[config.mk]
export PLATFORM = sky130hd
export DESIGN_NAME = rational_bound_reducer_unit
export DESIGN_NICKNAME = d
export VERILOG_FILES = /design/src/rtl/rbr_pkg.sv /design/src/rtl/rbr_divider.sv /design/src/rtl/rbr_tracker.sv /design/src/rtl/rational_bound_reducer_unit.sv
export VERILOG_INCLUDE_DIRS = /design/src /design/src/rtl
export SDC_FILE = /design/constraint.sdc
export NUM_CORES = 1
export LEC_CHECK = 0
export ABC_AREA = 1
export BUFFER_PORTS_ARGS = -buffer_cell sky130_fd_sc_hd__buf_2
export CAP_MARGIN = 15
export CORE_MARGIN = 4
export CORE_UTILIZATION = 35
export CTS_CLUSTER_DIAMETER = 40
export DETAILED_ROUTE_END_ITERATION = 8
export GPL_TIMING_DRIVEN = 0
export PLACE_DENSITY = 0.53
export SKIP_LAST_GASP = 1
export SLEW_MARGIN = 20
export SYNTH_ARGS = -nofsm -noshare
export SYNTH_HDL_FRONTEND = slang
export SYNTH_HIERARCHICAL = 1
export SYNTH_SLANG_ARGS = --single-unit
[constraint.sdc]
create_clock -name clk -period 7 [get_ports clk]
set_clock_uncertainty 0.1 [all_clocks]
set_input_delay 1.4 -clock clk [delete_from_list [all_inputs] [get_ports clk]]
set_output_delay 1.4 -clock clk [all_outputs]
set_load 0.005 [all_outputs]
[src/rtl/rational_bound_reducer_unit_defines.svh]
// Assertion macros shared by the rational bound reducer RTL.
// Each macro expects signals named clk and rst_n in the including scope.
`ifndef RATIONAL_BOUND_REDUCER_UNIT_DEFINES_SVH
`define RATIONAL_BOUND_REDUCER_UNIT_DEFINES_SVH

// Same-cycle implication, disabled while reset is asserted.
`define RBR_ASSERT_IMPL(lbl, ante, cons, msg) \
  lbl: assert property (@(posedge clk) disable iff (!rst_n) (ante) |-> (cons)) else $error(msg);

// Next-cycle implication, disabled while reset is asserted.
`define RBR_ASSERT_NEXT(lbl, ante, cons, msg) \
  lbl: assert property (@(posedge clk) disable iff (!rst_n) (ante) |=> (cons)) else $error(msg);

`endif

[src/rtl/rbr_pkg.sv]
// Package for the rational bound reducer: result kind codes, the control
// state type and the command struct passed to the limit tracker. No dependencies.
`timescale 1ns / 1ps

package rbr_pkg;

  // Result kind codes on the output channel.
  localparam logic [1:0] KIND_FINITE  = 2'd0;
  localparam logic [1:0] KIND_NEG_INF = 2'd1;
  localparam logic [1:0] KIND_POS_INF = 2'd2;

  // Code held in the decided register while no infinity has been fixed.
  localparam logic [1:0] DECIDED_NONE = 2'd0;

  // Register word indexes on the configuration port.
  localparam logic REG_SEEK_LOWER = 1'b0;
  localparam logic REG_DEN_POS    = 1'b1;

  typedef enum logic [3:0] {
    ST_IDLE  = 4'b0001,
    ST_DIV   = 4'b0010,
    ST_APPLY = 4'b0100,
    ST_DONE  = 4'b1000
  } rbr_state_t;

  // Command from the sequencer to the limit tracker.
  typedef struct packed {
    logic apply;
    logic clear;
    logic lower_mode;
    logic den_zero;
    logic den_pos;
    logic num_neg;
    logic num_pos;
  } rbr_cmd_t;

endpackage

[src/rtl/rbr_divider.sv]
// Bit-serial signed divider: (num << FRAC_BITS) / den, truncated and saturated.
// Uses no package items; instantiated by the top level.
`timescale 1ns / 1ps

module rbr_divider #(
  parameter int DATA_WIDTH = 32,
  parameter int FRAC_BITS  = 16
) (
  input  logic                         clk,
  input  logic                         rst_n,
  input  logic                         start,
  input  logic signed [DATA_WIDTH-1:0] num,
  input  logic signed [DATA_WIDTH-1:0] den,
  output logic                         done,
  output logic signed [DATA_WIDTH-1:0] quo
);

  localparam int STEPS = DATA_WIDTH + FRAC_BITS;
  localparam int CNT_W = $clog2(STEPS + 1);
  localparam logic [DATA_WIDTH-1:0] POS_LIM = {1'b0, {(DATA_WIDTH-1){1'b1}}};
  localparam logic [DATA_WIDTH-1:0] NEG_LIM = {1'b1, {(DATA_WIDTH-1){1'b0}}};

  logic                  busy_r;
  logic                  pend_r;
  logic                  done_r;
  logic [CNT_W-1:0]      cnt_r;
  logic [STEPS-1:0]      sr_r;
  logic [DATA_WIDTH-1:0] rem_r;
  logic [DATA_WIDTH-1:0] q_r;
  logic [DATA_WIDTH-1:0] dmag_r;
  logic                  neg_r;
  logic                  over_r;
  logic [DATA_WIDTH-1:0] quo_r;

  logic [DATA_WIDTH-1:0] nmag;
  logic [DATA_WIDTH-1:0] dmag;
  logic [DATA_WIDTH-1:0] rem_sh;
  logic                  ge;
  logic [DATA_WIDTH-1:0] rem_nxt;
  logic [DATA_WIDTH-1:0] q_nxt;
  logic [DATA_WIDTH-1:0] limit;
  logic [DATA_WIDTH-1:0] mag;

  always_comb begin
    nmag    = num[DATA_WIDTH-1] ? (~num + 1'b1) : num;
    dmag    = den[DATA_WIDTH-1] ? (~den + 1'b1) : den;
    // The remainder stays below the divisor magnitude, so its top bit is free.
    rem_sh  = {rem_r[DATA_WIDTH-2:0], sr_r[STEPS-1]};
    ge      = (rem_sh >= dmag_r);
    rem_nxt = ge ? (rem_sh - dmag_r) : rem_sh;
    q_nxt   = {q_r[DATA_WIDTH-2:0], ge};
    limit   = neg_r ? NEG_LIM : POS_LIM;
    mag     = (over_r || (q_r > limit)) ? limit : q_r;
  end

  always_ff @(posedge clk) begin
    if (!rst_n) begin
      busy_r <= 1'b0;
      pend_r <= 1'b0;
      done_r <= 1'b0;
      cnt_r  <= '0;
    end else begin
      done_r <= 1'b0;
      if (start) begin
        busy_r <= 1'b1;
        cnt_r  <= '0;
      end else if (busy_r) begin
        cnt_r <= cnt_r + 1'b1;
        if (cnt_r == CNT_W'(STEPS - 1)) begin
          busy_r <= 1'b0;
          pend_r <= 1'b1;
        end
      end else if (pend_r) begin
        pend_r <= 1'b0;
        done_r <= 1'b1;
      end
    end
  end

  always_ff @(posedge clk) begin
    if (start) begin
      sr_r   <= STEPS'(nmag) << FRAC_BITS;
      rem_r  <= '0;
      q_r    <= '0;
      over_r <= 1'b0;
      dmag_r <= dmag;
      neg_r  <= num[DATA_WIDTH-1] ^ den[DATA_WIDTH-1];
    end else if (busy_r) begin
      sr_r   <= sr_r << 1;
      rem_r  <= rem_nxt;
      q_r    <= q_nxt;
      // A set bit pushed out of the quotient register means it has overflowed.
      over_r <= over_r | q_r[DATA_WIDTH-1];
    end else if (pend_r) begin
      quo_r <= neg_r ? (~mag + 1'b1) : mag;
    end
  end

  assign done = done_r;
  assign quo  = quo_r;

endmodule

[src/rtl/rbr_tracker.sv]
// Running upper and lower ratio limits, the decided infinity and the end-of-set
// result. Depends on rbr_pkg for the command struct and the kind codes.
`timescale 1ns / 1ps

module rbr_tracker import rbr_pkg::*; #(
  parameter int DATA_WIDTH = 32
) (
  input  logic                         clk,
  input  logic                         rst_n,
  input  rbr_cmd_t                     cmd,
  input  logic signed [DATA_WIDTH-1:0] quo,
  output logic                         decided,
  output logic signed [DATA_WIDTH-1:0] res_value,
  output logic [1:0]                   res_kind
);

  logic signed [DATA_WIDTH-1:0] upper_r;
  logic                         upper_inf_r;
  logic signed [DATA_WIDTH-1:0] lower_r;
  logic                         lower_inf_r;
  logic [1:0]                   decided_r;
  logic                         crossed;

  always_ff @(posedge clk) begin
    if (!rst_n || cmd.clear) begin
      upper_r     <= '0;
      upper_inf_r <= 1'b1;
      lower_r     <= '0;
      lower_inf_r <= 1'b1;
      decided_r   <= DECIDED_NONE;
    end else if (cmd.apply && (decided_r == DECIDED_NONE)) begin
      if (cmd.den_zero) begin
        if (cmd.lower_mode && cmd.num_neg) begin
          decided_r <= KIND_NEG_INF;
        end else if (!cmd.lower_mode && cmd.num_pos) begin
          decided_r <= KIND_POS_INF;
        end
      end else if (cmd.den_pos == cmd.lower_mode) begin
        if (upper_inf_r || (quo < upper_r)) begin
          upper_r <= quo;
        end
        upper_inf_r <= 1'b0;
      end else begin
        if (lower_inf_r || (quo > lower_r)) begin
          lower_r <= quo;
        end
        lower_inf_r <= 1'b0;
      end
    end
  end

  always_comb begin
    crossed   = !upper_inf_r && !lower_inf_r && (lower_r > upper_r);
    res_value = '0;
    res_kind  = decided_r;
    if (decided_r == DECIDED_NONE) begin
      if (crossed) begin
        res_kind = cmd.lower_mode ? KIND_NEG_INF : KIND_POS_INF;
      end else if (cmd.lower_mode) begin
        if (upper_inf_r) begin
          res_kind = KIND_POS_INF;
        end else begin
          res_kind  = KIND_FINITE;
          res_value = upper_r;
        end
      end else begin
        if (lower_inf_r) begin
          res_kind = KIND_NEG_INF;
        end else begin
          res_kind  = KIND_FINITE;
          res_value = lower_r;
        end
      end
    end
  end

  assign decided = (decided_r != DECIDED_NONE);

endmodule

[src/rtl/rational_bound_reducer_unit.sv]
// Top level of the rational bound reducer: channels, configuration registers,
// sequencer and result register. Depends on rbr_pkg, rbr_divider, rbr_tracker.
//
//   Channel  Direction  Handshake              Beat payload
//   in_      input      in_valid / in_stall    num_value, den_value, last_pair
//   out_     output     out_valid / out_stall  bound_value, bound_kind
//   cfg_     input      APB write, pready=1    seek_lower, denominators_positive
//
// A pair with a nonzero denominator goes through the bit-serial divider, which
// retires one quotient bit per cycle, and then the apply state. A pair with a
// zero denominator, or one arriving after the answer is already fixed at an
// infinity, skips the divider. A final pair then loads the result register in
// the done state. Reset is synchronous and active low. A result waiting under
// out_stall does not block new input beats; only a further final pair waits
// until the result register is free.
`timescale 1ns / 1ps
`include "rational_bound_reducer_unit_defines.svh"

module rational_bound_reducer_unit import rbr_pkg::*; #(
  parameter int DATA_WIDTH = 32,
  parameter int FRAC_BITS  = 16
) (
  input  logic                         clk,
  input  logic                         rst_n,
  // Input channel
  input  logic                         in_valid,
  output logic                         in_stall,
  input  logic signed [DATA_WIDTH-1:0] in_num_value,
  input  logic signed [DATA_WIDTH-1:0] in_den_value,
  input  logic                         in_last_pair,
  // Result channel
  output logic                         out_valid,
  input  logic                         out_stall,
  output logic signed [DATA_WIDTH-1:0] out_bound_value,
  output logic [1:0]                   out_bound_kind,
  // Configuration port
  input  logic                         cfg_psel,
  input  logic                         cfg_penable,
  input  logic                         cfg_pwrite,
  input  logic [2:0]                   cfg_paddr,
  input  logic [31:0]                  cfg_pwdata,
  output logic [31:0]                  cfg_prdata,
  output logic                         cfg_pready
);

  rbr_state_t state_r, state_nxt;

  // Configuration registers.
  logic seek_lower_r;
  logic den_pos_cfg_r;

  // Captured beat.
  logic signed [DATA_WIDTH-1:0] num_r;
  logic                         den_zero_r;
  logic                         den_neg_r;
  logic                         last_r;
  logic                         lower_r;

  // Result register.
  logic                         out_valid_r;
  logic signed [DATA_WIDTH-1:0] out_value_r;
  logic [1:0]                   out_kind_r;

  logic                         in_accept;
  logic                         cfg_write;
  logic                         lower_mode;
  logic                         den_zero;
  logic                         div_start;
  logic                         div_done;
  logic signed [DATA_WIDTH-1:0] div_quo;
  logic                         decided;
  logic signed [DATA_WIDTH-1:0] res_value;
  logic [1:0]                   res_kind;
  logic                         out_load;
  logic                         out_inf;
  rbr_cmd_t                     cmd;

  // ---------------------------------------------------------------------------
  // Configuration port. The word index is taken from address bit 2, so the two
  // registers sit at byte addresses 0 and 4.
  // ---------------------------------------------------------------------------
  assign cfg_pready = 1'b1;
  assign cfg_write  = cfg_psel && cfg_penable && cfg_pwrite && cfg_pready;

  always_ff @(posedge clk) begin
    if (!rst_n) begin
      seek_lower_r  <= 1'b1;
      den_pos_cfg_r <= 1'b1;
    end else if (cfg_write) begin
      if (cfg_paddr[2] == REG_SEEK_LOWER) begin
        seek_lower_r <= cfg_pwdata[0];
      end else begin
        den_pos_cfg_r <= cfg_pwdata[0];
      end
    end
  end

  always_comb begin
    if (cfg_paddr[2] == REG_DEN_POS) begin
      cfg_prdata = {31'd0, den_pos_cfg_r};
    end else begin
      cfg_prdata = {31'd0, seek_lower_r};
    end
  end

  // A negative denominator setting flips the direction of the bound.
  assign lower_mode = seek_lower_r ^ ~den_pos_cfg_r;

  // ---------------------------------------------------------------------------
  // Sequencer. A beat is taken only in idle. The divider is skipped when the
  // denominator is zero or when an infinity has already been fixed for the set;
  // the beat is still consumed so that its last_pair flag is honored.
  // ---------------------------------------------------------------------------
  assign in_stall  = (state_r != ST_IDLE);
  assign in_accept = in_valid && !in_stall;
  assign den_zero  = (in_den_value == '0);
  assign div_start = in_accept && !den_zero && !decided;
  assign out_load  = (state_r == ST_DONE) && (!out_valid_r || !out_stall);

  always_comb begin
    state_nxt = state_r;
    case (state_r)
      ST_IDLE: begin
        if (in_accept) begin
          state_nxt = div_start ? ST_DIV : ST_APPLY;
        end
      end
      ST_DIV: begin
        if (div_done) begin
          state_nxt = ST_APPLY;
        end
      end
      ST_APPLY: begin
        state_nxt = last_r ? ST_DONE : ST_IDLE;
      end
      ST_DONE: begin
        if (out_load) begin
          state_nxt = ST_IDLE;
        end
      end
      default: begin
        state_nxt = ST_IDLE;
      end
    endcase
  end

  always_ff @(posedge clk) begin
    if (!rst_n) begin
      state_r <= ST_IDLE;
    end else begin
      state_r <= state_nxt;
    end
  end

  // The mode is captured with the beat, so the tracker sees the mode that was
  // current when the pair arrived.
  always_ff @(posedge clk) begin
    if (in_accept) begin
      num_r      <= in_num_value;
      den_zero_r <= den_zero;
      den_neg_r  <= in_den_value[DATA_WIDTH-1];
      last_r     <= in_last_pair;
      lower_r    <= lower_mode;
    end
  end

  always_comb begin
    cmd            = '0;
    cmd.apply      = (state_r == ST_APPLY);
    cmd.clear      = out_load;
    cmd.lower_mode = lower_r;
    cmd.den_zero   = den_zero_r;
    cmd.den_pos    = !den_neg_r;
    cmd.num_neg    = num_r[DATA_WIDTH-1];
    cmd.num_pos    = !num_r[DATA_WIDTH-1] && (num_r != '0);
  end

  rbr_divider #(
    .DATA_WIDTH (DATA_WIDTH),
    .FRAC_BITS  (FRAC_BITS)
  ) u_divider (
    .clk   (clk),
    .rst_n (rst_n),
    .start (div_start),
    .num   (in_num_value),
    .den   (in_den_value),
    .done  (div_done),
    .quo   (div_quo)
  );

  rbr_tracker #(
    .DATA_WIDTH (DATA_WIDTH)
  ) u_tracker (
    .clk       (clk),
    .rst_n     (rst_n),
    .cmd       (cmd),
    .quo       (div_quo),
    .decided   (decided),
    .res_value (res_value),
    .res_kind  (res_kind)
  );

  // ---------------------------------------------------------------------------
  // Result register. It is loaded at the end of a set, and the tracker is
  // cleared in the same cycle, ready for the next set.
  // ---------------------------------------------------------------------------
  always_ff @(posedge clk) begin
    if (!rst_n) begin
      out_valid_r <= 1'b0;
    end else if (out_load) begin
      out_valid_r <= 1'b1;
    end else if (out_valid_r && !out_stall) begin
      out_valid_r <= 1'b0;
    end
  end

  always_ff @(posedge clk) begin
    if (out_load) begin
      out_value_r <= res_value;
      out_kind_r  <= res_kind;
    end
  end

  assign out_valid       = out_valid_r;
  assign out_bound_value = out_value_r;
  assign out_bound_kind  = out_kind_r;

  // An infinite result on the output carries a zero value.
  assign out_inf = out_valid_r && (out_kind_r != KIND_FINITE);

  // ---------------------------------------------------------------------------
  // Assertions.
  // ---------------------------------------------------------------------------
  `RBR_ASSERT_IMPL(a_div_done_in_div, div_done, state_r == ST_DIV, "done outside ST_DIV")
  `RBR_ASSERT_IMPL(a_inf_value_zero, out_inf, out_value_r == '0, "nonzero infinite bound")
  `RBR_ASSERT_NEXT(a_out_drains, out_valid_r && !out_stall && !out_load, !out_valid_r, "beat repeated")

endmodule

# Yosys cells after proc, flatten, opt, wreduce, memory -nomap -nowiden
# Cells that the tools add are included.
[word_totals] ff_bits=315 input_bits=107 output_inout_bits=69 word_cells=146
[op_classes] add_sub_neg=5 order_cmp=5 eq_ne=11 n_mux=34 bitwise=14 n_reduce_logical=49
[ops] cell="$mux W32" count=7
[ops] cell="$add A32 B1 Y32 const B" count=3
[ops] cell="$gt A32 B32 Y1" count=3
[ops] cell="$mux W48" count=2
[ops] cell="$not A32 Y32" count=3
[ops] cell="$mux W31" count=2
[ops] cell="$ge A32 B32 Y1" count=1
[ops] cell="$logic_not A32 Y1" count=1
[ops] cell="$lt A32 B32 Y1" count=1
[ops] cell="$reduce_bool A32 Y1" count=1
[ops] cell="$sub A31 B31 Y31" count=1
[ops] cell="$mux W4" count=4
[ops] cell="$pmux W4 S4" count=1
[ops] cell="$reduce_and A3 Y1" count=5
[ops] cell="$mux W2" count=7
[ops] cell="$logic_and A1 B1 Y1" count=13
[ops] cell="$logic_not A1 Y1" count=11
[ops] cell="$mux W1" count=10
[ops] cell="$not A1 Y1" count=8
[ops] cell="$reduce_and A4 Y1" count=2
[ops] cell="$reduce_bool A2 Y1" count=4
[ops] cell="$add A6 B1 Y6 const B" count=1
[ops] cell="$eq A6 B6 Y1 const B" count=1
[ops] cell="$ne A2 B2 Y1 const B" count=3
[ops] cell="other kinds (15)" count=23

# Depth between registers and ports, before layout
# Gate-level depths: netlist of run 1.
[logic_depth] word_depth=8 ltp_mapped=33

# By module
# Netlist of run 1, hierarchy kept.
[by_module_without_submodules] mod="rbr_divider" instances=1 cells_each=1487 area_each_um2=11452.2
[by_module_without_submodules] mod="rbr_tracker" instances=1 cells_each=874 area_each_um2=5933.2
[by_module_without_submodules] mod="rational_bound_reducer_unit" instances=1 cells_each=213 area_each_um2=2960.3

# Least setup slack after synthesis of run 1
# OpenSTA, ideal clock, no wires.
[synth_timing] path_type="input -> register" startpoint="input port in_den_value[1]" endpoint="register u_divider.quo_r[0], in the netlist u_divider/quo[0] (enable)" arrival_time_ns=5.087 required_time_ns=6.479 setup_slack_ns=1.392 cell_stages=11 path_cell_list="nor2_1 nand2_1 nor2_1 nand2_1 o21ai_2 inv_2 clkbuf_1 nor2_1 clkinv_1 buf_1 nor2_1"
[synth_between] elab_chain_cells=6
[synth_rtl] element="start, declared" line_no="rational_bound_reducer_unit.sv:29" text="input logic signed [DATA_WIDTH-1:0] in_den_value,"
[synth_rtl] element="$logic_not A32 Y1" line_no="rational_bound_reducer_unit.sv:116" text="assign den_zero = (in_den_value == '0);"
[synth_rtl] element="$logic_not A1 Y1" line_no="rational_bound_reducer_unit.sv:117" text="assign div_start = in_accept && !den_zero && !decided;"
[synth_rtl] element="$logic_and A1 B1 Y1 (2 in a row)" line_no="rational_bound_reducer_unit.sv:117"
[synth_rtl] element="named net div_start" line_no="rational_bound_reducer_unit.sv:68" text="logic div_start;"
[synth_rtl] element="$not A1 Y1 (no source line)"
[synth_rtl] element="$reduce_and A3 Y1 (no source line)"
[synth_rtl] element="end signal, assigned" line_no="rbr_divider.sv:95" text="quo_r <= neg_r ? (~mag + 1'b1) : mag;"
[synth_rtl] element="end, declared" line_no="rbr_divider.sv:33" text="logic [DATA_WIDTH-1:0] quo_r;"
# The timed path passes the listed nets, and every way through them passes these cells.
# A chain may end at the register's enable or synchronous reset.

# Final worst setup path of run 1
[layout_timing] startpoint="register u_divider.neg_r" endpoint="register u_divider.quo_r[26], in the netlist u_divider/quo[26], data pin"
[layout_between] elab_chain_cells=7
[layout_rtl] element="start, declared" line_no="rbr_divider.sv:31" text="logic neg_r;"
[layout_rtl] element="start signal, assigned" line_no="rbr_divider.sv:87" text="neg_r <= num[DATA_WIDTH-1] ^ den[DATA_WIDTH-1];"
[layout_rtl] element="$mux W32 (*)" line_no="rbr_divider.sv:52" text="limit = neg_r ? NEG_LIM : POS_LIM;"
[layout_rtl] element="$gt A32 B32 Y1" line_no="rbr_divider.sv:53" text="mag = (over_r || (q_r > limit)) ? limit : q_r;"
[layout_rtl] element="$logic_or A1 B1 Y1" line_no="rbr_divider.sv:53"
[layout_rtl] element="$mux W32 (*)" line_no="rbr_divider.sv:53"
[layout_rtl] element="named net u_divider.mag[0]" line_no="rbr_divider.sv:42" text="logic [DATA_WIDTH-1:0] mag;"
[layout_rtl] element="$not A32 Y32 (*)" line_no="rbr_divider.sv:95"
[layout_rtl] element="$add A32 B1 Y32 (*)" line_no="rbr_divider.sv:95"
[layout_rtl] element="$mux W32 (*)" line_no="rbr_divider.sv:95"
# The timed path passes the listed nets; every way through them passes the cells marked *.

==> results.md, run 1 <==
- Post-route DRC violation count: 0
- Tcrit/Tclk final: 81.6%
- #FFs+latches synth: between 300 and 400
- Crit-path most repeated cell: nand2_1
- Vias: approximately 18000
- Synthesis Warnings: 6
- Hold Crit Class: flop to flop
- Hold buffers post-CTS: 0
- FP Rows: just under 90
- Post-synthesis instance area: 20300 sq um
- Gr usage total: 17.4%
- Count of maximum capacitance violations: 0
- CTS tree: yes
- Slew margin rel.: a little over half
- Vias in the first global route: 17200
- Combinational share of power: 32.3%
- GPL Wtd Cong: around 0.91
- Post-CTS setup buffers: 0
- Worst-path clk slew: 50 ps
- Final ANT Viol Nets: 0
- Post-Place Worst Slack: 1040 ps
- Syn Area/Cell: slightly below 8 sq um
- Area Overhead vs Synth: 18.7%
- Die footprint: 62100 sq um
- H-tree depth: 2
- Post-synth EDFFs: about 170
- Register share of total power: approximately a third
- Total power: just over 8000 uW
- Commonest cells after routing, fill and taps aside: nand2_1 (540), inv_1 (310), nor2_1 (291)
- DR pass1 iterations: 7
- LEAKAGE: between 0.01 and 0.015 uW
- Switch share: 36.0%
- Power density over the cells: 339 nW/um^2
- P_sw: ~2900 uW
- Starting Density: 35.3%
- Clock root cell: clkbuf_16
- Worst EP required: between 7000 and 8000 ps
- Syn Inst Count: ~2600
- CTS max path bufs: 3
- Max Fanout on Critical Path: 22
- IO Count: 176
- First-pass GRT wire length: 89000 microns
- GRT overflow: 0
- Commonest non-fill, non-tap cell in the layout: nand2_1
- CP arrival: ~6000 ps
- Post-CTS Resized: 0
- IO buf count: between 100 and 150
- Worst setup EP type: flop
- Initial antenna violation count: 2
- Final Hold Fails: 0
- P_int: 5230 uW
- RSZ-0062 raised after global routing: no
- Worst ir drop on vdd: around 210 uV
- Nets@finish: just over 3000
- Status: complete, no violations
- Max Freq: around 180 MHz
- CP Buf/Inv Count: 8
- Crit-path max cell delay: approximately 690 ps
- Max-slew violations: 0
- Tmin final: approximately 5700 ps
- Routed WL: around 56000 microns
- Clock network power share: roughly 36%
- Drt initial violations: approximately 1100
- Finish-stage setup viols: 0
- Via/cell ratio: roughly 4.9
- Core ar.: around 58000 sq um
- Routed len/inst: 15.5 microns
- TritonCTS Sinks: 315
- Worst-Skew Late Latency: slightly above 600 ps
- Chip height: 249 microns
- Final setup margin: ~1300 ps
- Cell variety after synth: between 50 and 60
- CP Launch Type: flop
- Sequential fraction of the synthesis area: 39.2%
- Slowest library cell on the worst path: edfxtp_1
- Die width: roughly 250 microns
- Dpl hpwl: between 40000 and 50000 microns
- Setup TNS: 0 ps
- Setup CP Type: flop to flop
- Synth Flop Type: edfxtp_1
- CP delay by family, top: simple AND/OR/NAND/NOR gates
- Synth async-reset ratio: 0%
- Largest net degree at the start of global routing: 37
- Share of cells above drive strength 1: between 10% and 20%
- CTS Buf Count: 58
- Worst Tran Pin Value: about 700 ps
[tightest hold or removal path, stage by stage, from the launching register on]
cell and delay [ps]:
dfxtp_1 310, inv_1 60, a21oi_1 60
[sequential cells by signal, summed over array words and instances (netlist names), 2 cells and up]
register and cells:
u_tracker/decided_r 2, out_bound_value 32, u_tracker/upper_r 32, u_divider/q_r 32, u_tracker/lower_r 32, out_bound_kind 2
u_divider/sr_r 32, u_divider/quo 32, u_divider/dmag_r 32, u_divider/cnt_r 6, u_divider/rem_r 31, num_r 32
state_r 4
[synth_stat cells, types with 3 or more instances]
cell / count / area share (%)
buf_8: 3 / 0.22
nand3_2: 35 / 1.7
buf_6: 11 / 0.61
buf_4: 37 / 1.4
nand2_2: 14 / 0.43
nand3b_1: 7 / 0.26
a21oi_2: 32 / 1.4
a22oi_1: 32 / 1.2
nor4_1: 15 / 0.46
nor3_1: 23 / 0.57
clkbuf_1: 41 / 0.76
nand3_4: 4 / 0.34
nor2_2: 16 / 0.49
a21oi_1: 152 / 3.7
nand4_1: 26 / 0.80
nand2_4: 3 / 0.17
a211oi_1: 4 / 0.15
or2_2: 3 / 0.092
xnor2_1: 39 / 1.7
inv_2: 11 / 0.20
o21ai_0: 90 / 2.2
a21o_1: 12 / 0.44
buf_1: 10 / 0.18
nor2_1: 294 / 5.4
o21ai_1: 26 / 0.64
nor2_4: 4 / 0.22
nand2_1: 540 / 10
o211ai_1: 11 / 0.41
clkinv_1: 4 / 0.074
nand3_1: 143 / 3.5
o21a_1: 7 / 0.26
ha_1: 163 / 10
xor2_1: 49 / 2.1
o22ai_1: 31 / 0.95
inv_1: 310 / 5.7
dfxtp_1: 148 / 15
nor3b_1: 3 / 0.11
edfxtp_1: 167 / 25
o21bai_1: 3 / 0.11
o31ai_1: 5 / 0.18
nor3_2: 4 / 0.20
a31oi_1: 6 / 0.18
buf_2: 20 / 0.49
[metal layers]
layer,track usage [%],vias up,wire length [microns]
met5,0,-,13
met3,3.21,82,3070
met2,29.4,395,26100
li1,-,8938,-
met4,4.40,2,1180
met1,23.0,8092,25300
[power groups by stage]
stage | clock network [uW] | logic (uW) | registers, uW
floorplan | 0 | 1910 | 2600
global placement | 0 | 2550 | 2680
detailed placement | 0 | 2630 | 2680
CTS | 2970 | 2640 | 2650
global route | 3050 | 3020 | 2670
finish | 2900 | 2650 | 2630
[kinds of logic (layout without fill, tap and decap cells)]
family                   Yosys count  count (layout)  share of synthesized area, %
AO/OA/AOI/OAI                    419             419                          12.2
XOR/XNOR                          88              88                          3.79
AND/OR/NAND/NOR                 1138            1138                          24.9
other                              2              33                        0.0369
adder cells (fa/ha/maj)          164             164                          10.1
multiplexers                       1               1                        0.0553
flip-flops                       315             315                          39.2
buffers and inverters            447             672                          9.62
[metrics by stage]
stage	utilization [%]	cell area (sq um)	instances	hold WS, ps
global route	41.9	24100	3594	386
floorplan	-	20500	2604	332
detailed placement	38.3	22100	3483	368
CTS	41.9	24100	3593	375
global placement	38.1	22000	3479	350
finish	41.9	24100	3595	372
[area by class of cell]
| type | count | area, sq um |
|---|---|---|
| Timing Repair Buffer | 115 | 653 |
| Antenna cell | 1 | 2.50 |
| Clock buffer | 66 | 1510 |
| Multi-Input combinational cell | 1842 | 10500 |
| Buffer | 122 | 739 |
| Inverter | 325 | 1220 |
| Tap cell | 765 | 957 |
| Fill cell | 5856 | 33400 |
| Sequential cell | 315 | 7980 |
| Clock inverter | 44 | 541 |
[worst paths after layout]
path,start,end,slack [ps],cells past startpoint
setup / recovery,u_divider/neg_r,u_divider/quo[26],1290,28
hold / removal,u_tracker/decided_r[0],u_tracker/decided_r[0],370,2
setup reg to reg,u_divider/neg_r,u_divider/quo[26],1290,28
hold reg to reg,u_tracker/decided_r[0],u_tracker/decided_r[0],370,2
Note: power is estimated with default switching activity, not from simulation.
==> run 2, diff against run 1 <==
--- a/config.mk
+++ b/config.mk
@@ -6,7 +6,7 @@
 export SDC_FILE = /design/constraint.sdc
 export NUM_CORES = 1
 export LEC_CHECK = 0
-export ABC_AREA = 1
+export ABC_AREA = 0
 export BUFFER_PORTS_ARGS = -buffer_cell sky130_fd_sc_hd__buf_2
 export CAP_MARGIN = 15
 export CORE_MARGIN = 4
@@ -14,7 +14,7 @@
 export CTS_CLUSTER_DIAMETER = 40
 export DETAILED_ROUTE_END_ITERATION = 8
 export GPL_TIMING_DRIVEN = 0
-export PLACE_DENSITY = 0.53
+export PLACE_DENSITY = 0.55
 export SKIP_LAST_GASP = 1
 export SLEW_MARGIN = 20
 export SYNTH_ARGS = -nofsm -noshare
==> constraint.sdc (replaced) <==
create_clock -name clk -period 4.8 [get_ports clk]
set_clock_uncertainty 0.1 [all_clocks]
set_input_delay 0.96 -clock clk [delete_from_list [all_inputs] [get_ports clk]]
set_output_delay 0.96 -clock clk [all_outputs]
set_load 0.005 [all_outputs]
==> results.md, run 2 <==
- Final Hold Fails: 0
- DR pass1 iterations: 6
- H-tree depth: 2
- Core ar.: approximately 55000 sq um
- RSZ-0062 raised after global routing: no
- CTS max path bufs: 3
- # fillers: 5478
- IO buf count: between 100 and 150
- Synth area leader: edfxtp_1
- # diodes: 0
- Worst-path clk slew: approximately 60 ps
- Worst setup EP type: flop
- Tmin final: ~4500 ps
- Synth Flop Type: edfxtp_1
- Finish-stage setup viols: 0
- Syn Inst Count: between 2000 and 2500
- Via/cell ratio: approximately 5.3
- Synth async-reset ratio: 0%
- Count of maximum capacitance violations: 0
- Max Fanout on Critical Path: 26
- Largest net degree at the start of global routing: 38
- Worst EP required: approximately 5100 ps
- Sequential fraction of the synthesis area: between 40% and 50%
- Commonest non-fill, non-tap cell in the layout: nand2_1
- Post-synthesis instance area: slightly below 20000 sq um
- GRT overflow: 0
- Slew margin rel.: approximately 34%
- CP Launch Type: flop
- Post-route cell area: about 23000 sq um
- Dpl hpwl: between 40000 and 50000 microns
- Setup TNS: 0 ps
- Worst Tran Pin Value: about 1000 ps
- Post-route insts no fill: 3073
- Die footprint: just under 60000 sq um
- Final ANT Viol Nets: 0
- Setup CP Type: flop to flop
- #FFs+latches synth: about 320
- CTS Buf Count: 50
- Synthesis Warnings: 6
- Cell variety after synth: just over 90
- Max Freq: 220 MHz
- Power density over the cells: approximately 450 nW/um^2
- Dpl cell area: ~21000 sq um
- IO Count: between 150 and 200
- Gr usage total: 17.7%
- First-pass GRT wire length: about 86000 microns
- Area Overhead vs Synth: 17.8%
- Routed len/inst: about 18 microns
- GPL Wtd Cong: between 0.9 and 1
- Post-route DRC violation count: 0
- Routed WL: 54500 microns
- Worst ir drop on vdd: ~260 uV
- Syn Area/Cell: ~9.4 sq um
- Starting Density: 35.4%
- Chip height: roughly 240 microns
- Nets@finish: around 2600
- FP Rows: between 80 and 90
- TritonCTS Sinks: between 300 and 400
- Share of cells above drive strength 1: between 10% and 20%
- Hold Crit Class: flop to flop
- Post-synth top area share: 25.7%
- Clock root cell: clkbuf_16
- Worst-Skew Late Latency: roughly 600 ps
- Initial antenna violation count: 0
- Synth area leaders: edfxtp_1 (26%), dfxtp_1 (15%), ha_1 (10%)
- Commonest cells in the netlist: nand2_1 (196), nor2_1 (190), edfxtp_1 (167)
- Hold buffers post-CTS: 0
- Tcrit/Tclk final: approximately 95%
- Vias in the first global route: 15900
- Post-synth EDFFs: roughly 170
- Vias: around 16000
- DP Cell Count: approximately 3000
- LEAKAGE: a little over 0.009 uW
- Status: complete, no violations
- Util after Layout: between 40% and 50%
- Max-slew violations: 0
- Drt initial violations: roughly 1100
- Commonest cells after routing, fill and taps aside: nand2_1 (196), nor2_1 (189), edfxtp_1 (167)
- CTS tree: yes
- Most frequent cell after synthesis: nand2_1
- CP arrival: between 4000 and 5000 ps
- Die width: about 240 microns
[run 2: changes by cell type in the layout (fill, tap and decap cells not counted), sizes merged, moves of 37 or more]
cell,change
nand3,-110
a21oi,-68
nand2,-361
mux2i,+70
inv,-180
a21o,+37
nor2,-123
o31ai,+48
[run 2: cell type report]
class / instances / area [sq um] / share of cell area (%)
timing repair buffer: 121 / 678 / 2.95
tap: 748 / 936 / 4.07
inverter: 133 / 503 / 2.19
multi-input combinational: 1539 / 10600 / 45.9
buffer: 123 / 648 / 2.82
clock inverter: 38 / 384 / 1.67
clock buffer: 56 / 1310 / 5.68
sequential: 315 / 7980 / 34.7
[run 2: logic make-up after synthesis]
family	count (synthesis)	synth area share (%)
AO/OA/AOI/OAI	506	17.9
flip-flops	315	40.9
buffers and inverters	259	5.87
adder cells (fa/ha/maj)	164	10.6
XOR/XNOR	85	3.82
AND/OR/NAND/NOR	680	17.2
multiplexers	72	3.71
other	2	0.0385
[run 2: power by group]
group | switching [uW] | total [uW] | leakage, uW | internal [uW]
Sequential | 242 | 3660 | 0.00269 | 3420
Clock | 1400 | 3580 | 0.000827 | 2180
Combinational | 1970 | 3070 | 0.00577 | 1110
[run 2: path summary, 6_finish.rpt]
check / start / endpoint / slack [ps] / cells past startpoint
setup / recovery: u_divider/neg_r / u_divider/quo[26] / 260 / 19
hold / removal: u_tracker/upper_r[0] / u_tracker/upper_r[0] / 390 / 2
setup reg to reg: u_divider/neg_r / u_divider/quo[26] / 260 / 19
hold reg to reg: u_tracker/upper_r[0] / u_tracker/upper_r[0] / 390 / 2
[run 2: stage by stage]
step / setup WS, ps / hold WS [ps] / total power, uW
after floorplan: 34.2 / 339 / 5830
after global routing: 13.0 / 421 / 10900
final: 261 / 389 / 10300
after global placement: -1970 / 367 / 6660
after detailed placement: -1780 / 388 / 6730
after CTS: 8.03 / 390 / 10400
[run 2: per-layer routing]
layer	vias to the layer above	track usage, %	part of all wire, %	routed length [microns]
li1	8051	-	-	-
met1	7763	22.7	44	24100
met2	406	30.2	48	26000
met3	98	2.87	4.9	2650
met4	0	6.45	3.2	1740
met5	-	0	0	0
[run 2: critical path: stages (launching register included)]
cell and delay [ps]:
edfxtp_1 540, buf_12 230, clkinvlp_4 140, ha_1 310, nand4_1 160, buf_4 190
nor4_4 200, nand3_1 170, and2_1 210, o31ai_1 110, nand3_2 220, buf_2 260
o21ai_0 180, ha_2 270, clkbuf_4 230, clkbuf_4 250, nand4_1 170, nand3_1 120
o21ai_0 90, a21oi_1 210
[run 2: timing repair]
item	4_1_cts	5_1_grt
buffers inserted	2	6
resized for setup	12	8
pin swaps	0	3
setup endpoints to repair	32	15
==> run 3, diff against run 2 <==
--- a/config.mk
+++ b/config.mk
@@ -11,10 +11,13 @@
 export CAP_MARGIN = 15
 export CORE_MARGIN = 4
 export CORE_UTILIZATION = 35
+export CTS_BUF_LIST = sky130_fd_sc_hd__clkbuf_8
 export CTS_CLUSTER_DIAMETER = 40
+export CTS_CLUSTER_SIZE = 20
 export DETAILED_ROUTE_END_ITERATION = 8
 export GPL_TIMING_DRIVEN = 0
 export PLACE_DENSITY = 0.55
+export SKIP_CTS_REPAIR_TIMING = 1
 export SKIP_LAST_GASP = 1
 export SLEW_MARGIN = 20
 export SYNTH_ARGS = -nofsm -noshare
==> results.md, run 3 (synthesized netlist as in run 2, its figures left out) <==
- Dpl cell area: between 20000 and 25000 sq um
- Slew margin rel.: 28.9%
- Core ar.: approximately 55000 sq um
- CP delay by family, top: buffers and inverters
- Max-slew violations: 0
- Vias: roughly 16000
- Final ANT Viol Nets: 0
- RSZ-0062 raised after global routing: no
- Post-route DRC violation count: 0
- Slowest library cell on the worst path: nor3_2
- Worst Tran Pin Value: around 1100 ps
- Tmin final: between 4000 and 5000 ps
- Finish-stage setup viols: 0
- CTS max path bufs: 3
- Via/cell ratio: ~5.3
- Hold Crit Class: flop to flop
- CTS Buf Count: 50
- Commonest non-fill, non-tap cell in the layout: nand2_1
- Count of maximum capacitance violations: 0
- GRT overflow: 0
- Share of cells above drive strength 1: a little over an eighth
- Worst setup EP type: flop
- Cell Chain, Critical Path: buf_4, buf_12, buf_4, inv_1, clkbuf_4, ha_1, nand4_1, buf_4, nor4_4, nand3_2, and2_1, o31a_1, nor3_2, buf_2, buf_1, o41ai_1, a22oi_1
- Multi-input gate area: 10600 sq um
- Total power: slightly above 9000 uW
- Worst-Skew Late Latency: roughly 670 ps
- FP Rows: 86
- Crit-path most repeated cell: buf_4
- Final setup margin: ~250 ps
- Setup CP Type: flop to flop
- Dpl hpwl: approximately 42000 microns
- Max Fanout on Critical Path: 17
- Post-Place Worst Slack: -1780 ps
- # fillers: between 5000 and 6000
- Max Freq: roughly 220 MHz
- Routed len/inst: between 15 and 20 microns
- Routed WL: roughly 54000 microns
- Nets@finish: around 2600
- Commonest cells after routing, fill and taps aside: nand2_1 (195), nor2_1 (189), edfxtp_1 (167)
- Starting Density: 35.4%
- Worst ir drop on vdd: 224 uV
- Worst EP required: just over 5000 ps
- Reg area: 7980 sq um
- Power density over the cells: 414 nW/um^2
- Initial antenna violation count: 1
- Worst-path clk slew: about 80 ps
- Largest net degree at the start of global routing: 38
- Gr usage total: about 18%
- First-pass GRT wire length: roughly 86000 microns
- LEAKAGE: 0.00909 uW
- Setup TNS: 0 ps
- IO Count: approximately 180
- Clock root cell: clkbuf_8
- CP Buf/Inv Count: 8
- Die width: between 200 and 250 microns
- DP Cell Count: 2973
- TritonCTS Sinks: between 300 and 400
- Drt initial violations: around 1100
- Chip height: approximately 240 microns
- CP arrival: slightly below 5000 ps
- Status: complete, no violations
- CTS tree: yes
- CP Launch Type: flop
- DR pass1 iterations: 5
- Vias in the first global route: around 16000
- GPL Wtd Cong: between 0.9 and 1
- Die footprint: approximately 60000 sq um
- Final Hold Fails: 0
- H-tree depth: 2
- Area Overhead vs Synth: 15.5%
- IO buf count: between 100 and 150
- Post-route cell area: 22500 sq um
- Post-route insts no fill: just over 3000
- Tcrit/Tclk final: 94.8%
- Crit-path max cell delay: just over 500 ps
==> run 3: layout make-up <==
type	instances	share of cell area, %
repair buffers	128	3.19
diodes	1	0.0111
clock buffers	51	3.12
inverters	133	2.22
clock inverters	43	1.95
well taps	748	4.15
flip-flops and latches	315	35.4
multi-input cells	1539	47.0
plain buffers	125	3.00
==> run 3: worst min-delay path, stage by stage (launching register included) <==
cell and delay [ps]:
dfxtp_1 340, nand2_1 70, o21ai_1 50
==> run 3: worst paths after layout <==
path	slack, ps	end	cells after the start	start
min	390	u_tracker/upper_r[0]	2	u_tracker/upper_r[0]
max reg2reg	250	u_divider/quo[30]	17	u_divider/neg_r
min reg2reg	390	u_tracker/upper_r[0]	2	u_tracker/upper_r[0]
max	250	u_divider/quo[30]	17	u_divider/neg_r
==> run 3: through the flow <==
stage / hold slack (ps) / util [%]
2_1_floorplan: 339 / -
3_3_place_gp: 367 / 38.2
3_5_place_dp: 388 / 38.4
4_1_cts: 345 / 40.4
5_1_grt: 365 / 40.8
6_report: 394 / 40.8
==> run 3: per-layer routing <==
layer  up-vias  wire, microns  track usage [%]  share of wire (%)
met4         0           1740             6.36                3.2
li1       8051              -                -                  -
met5         -              0                0                  0
met3       102           2330             2.65                4.3
met1      7717          24500             22.8                 45
met2       374          25900             29.9                 47
==> run 3: power breakdown <==
group          switching (uW)  internal, uW
Clock                    1260          1340
Sequential                235          3420
Combinational            1970          1110
Total                    3470          5870
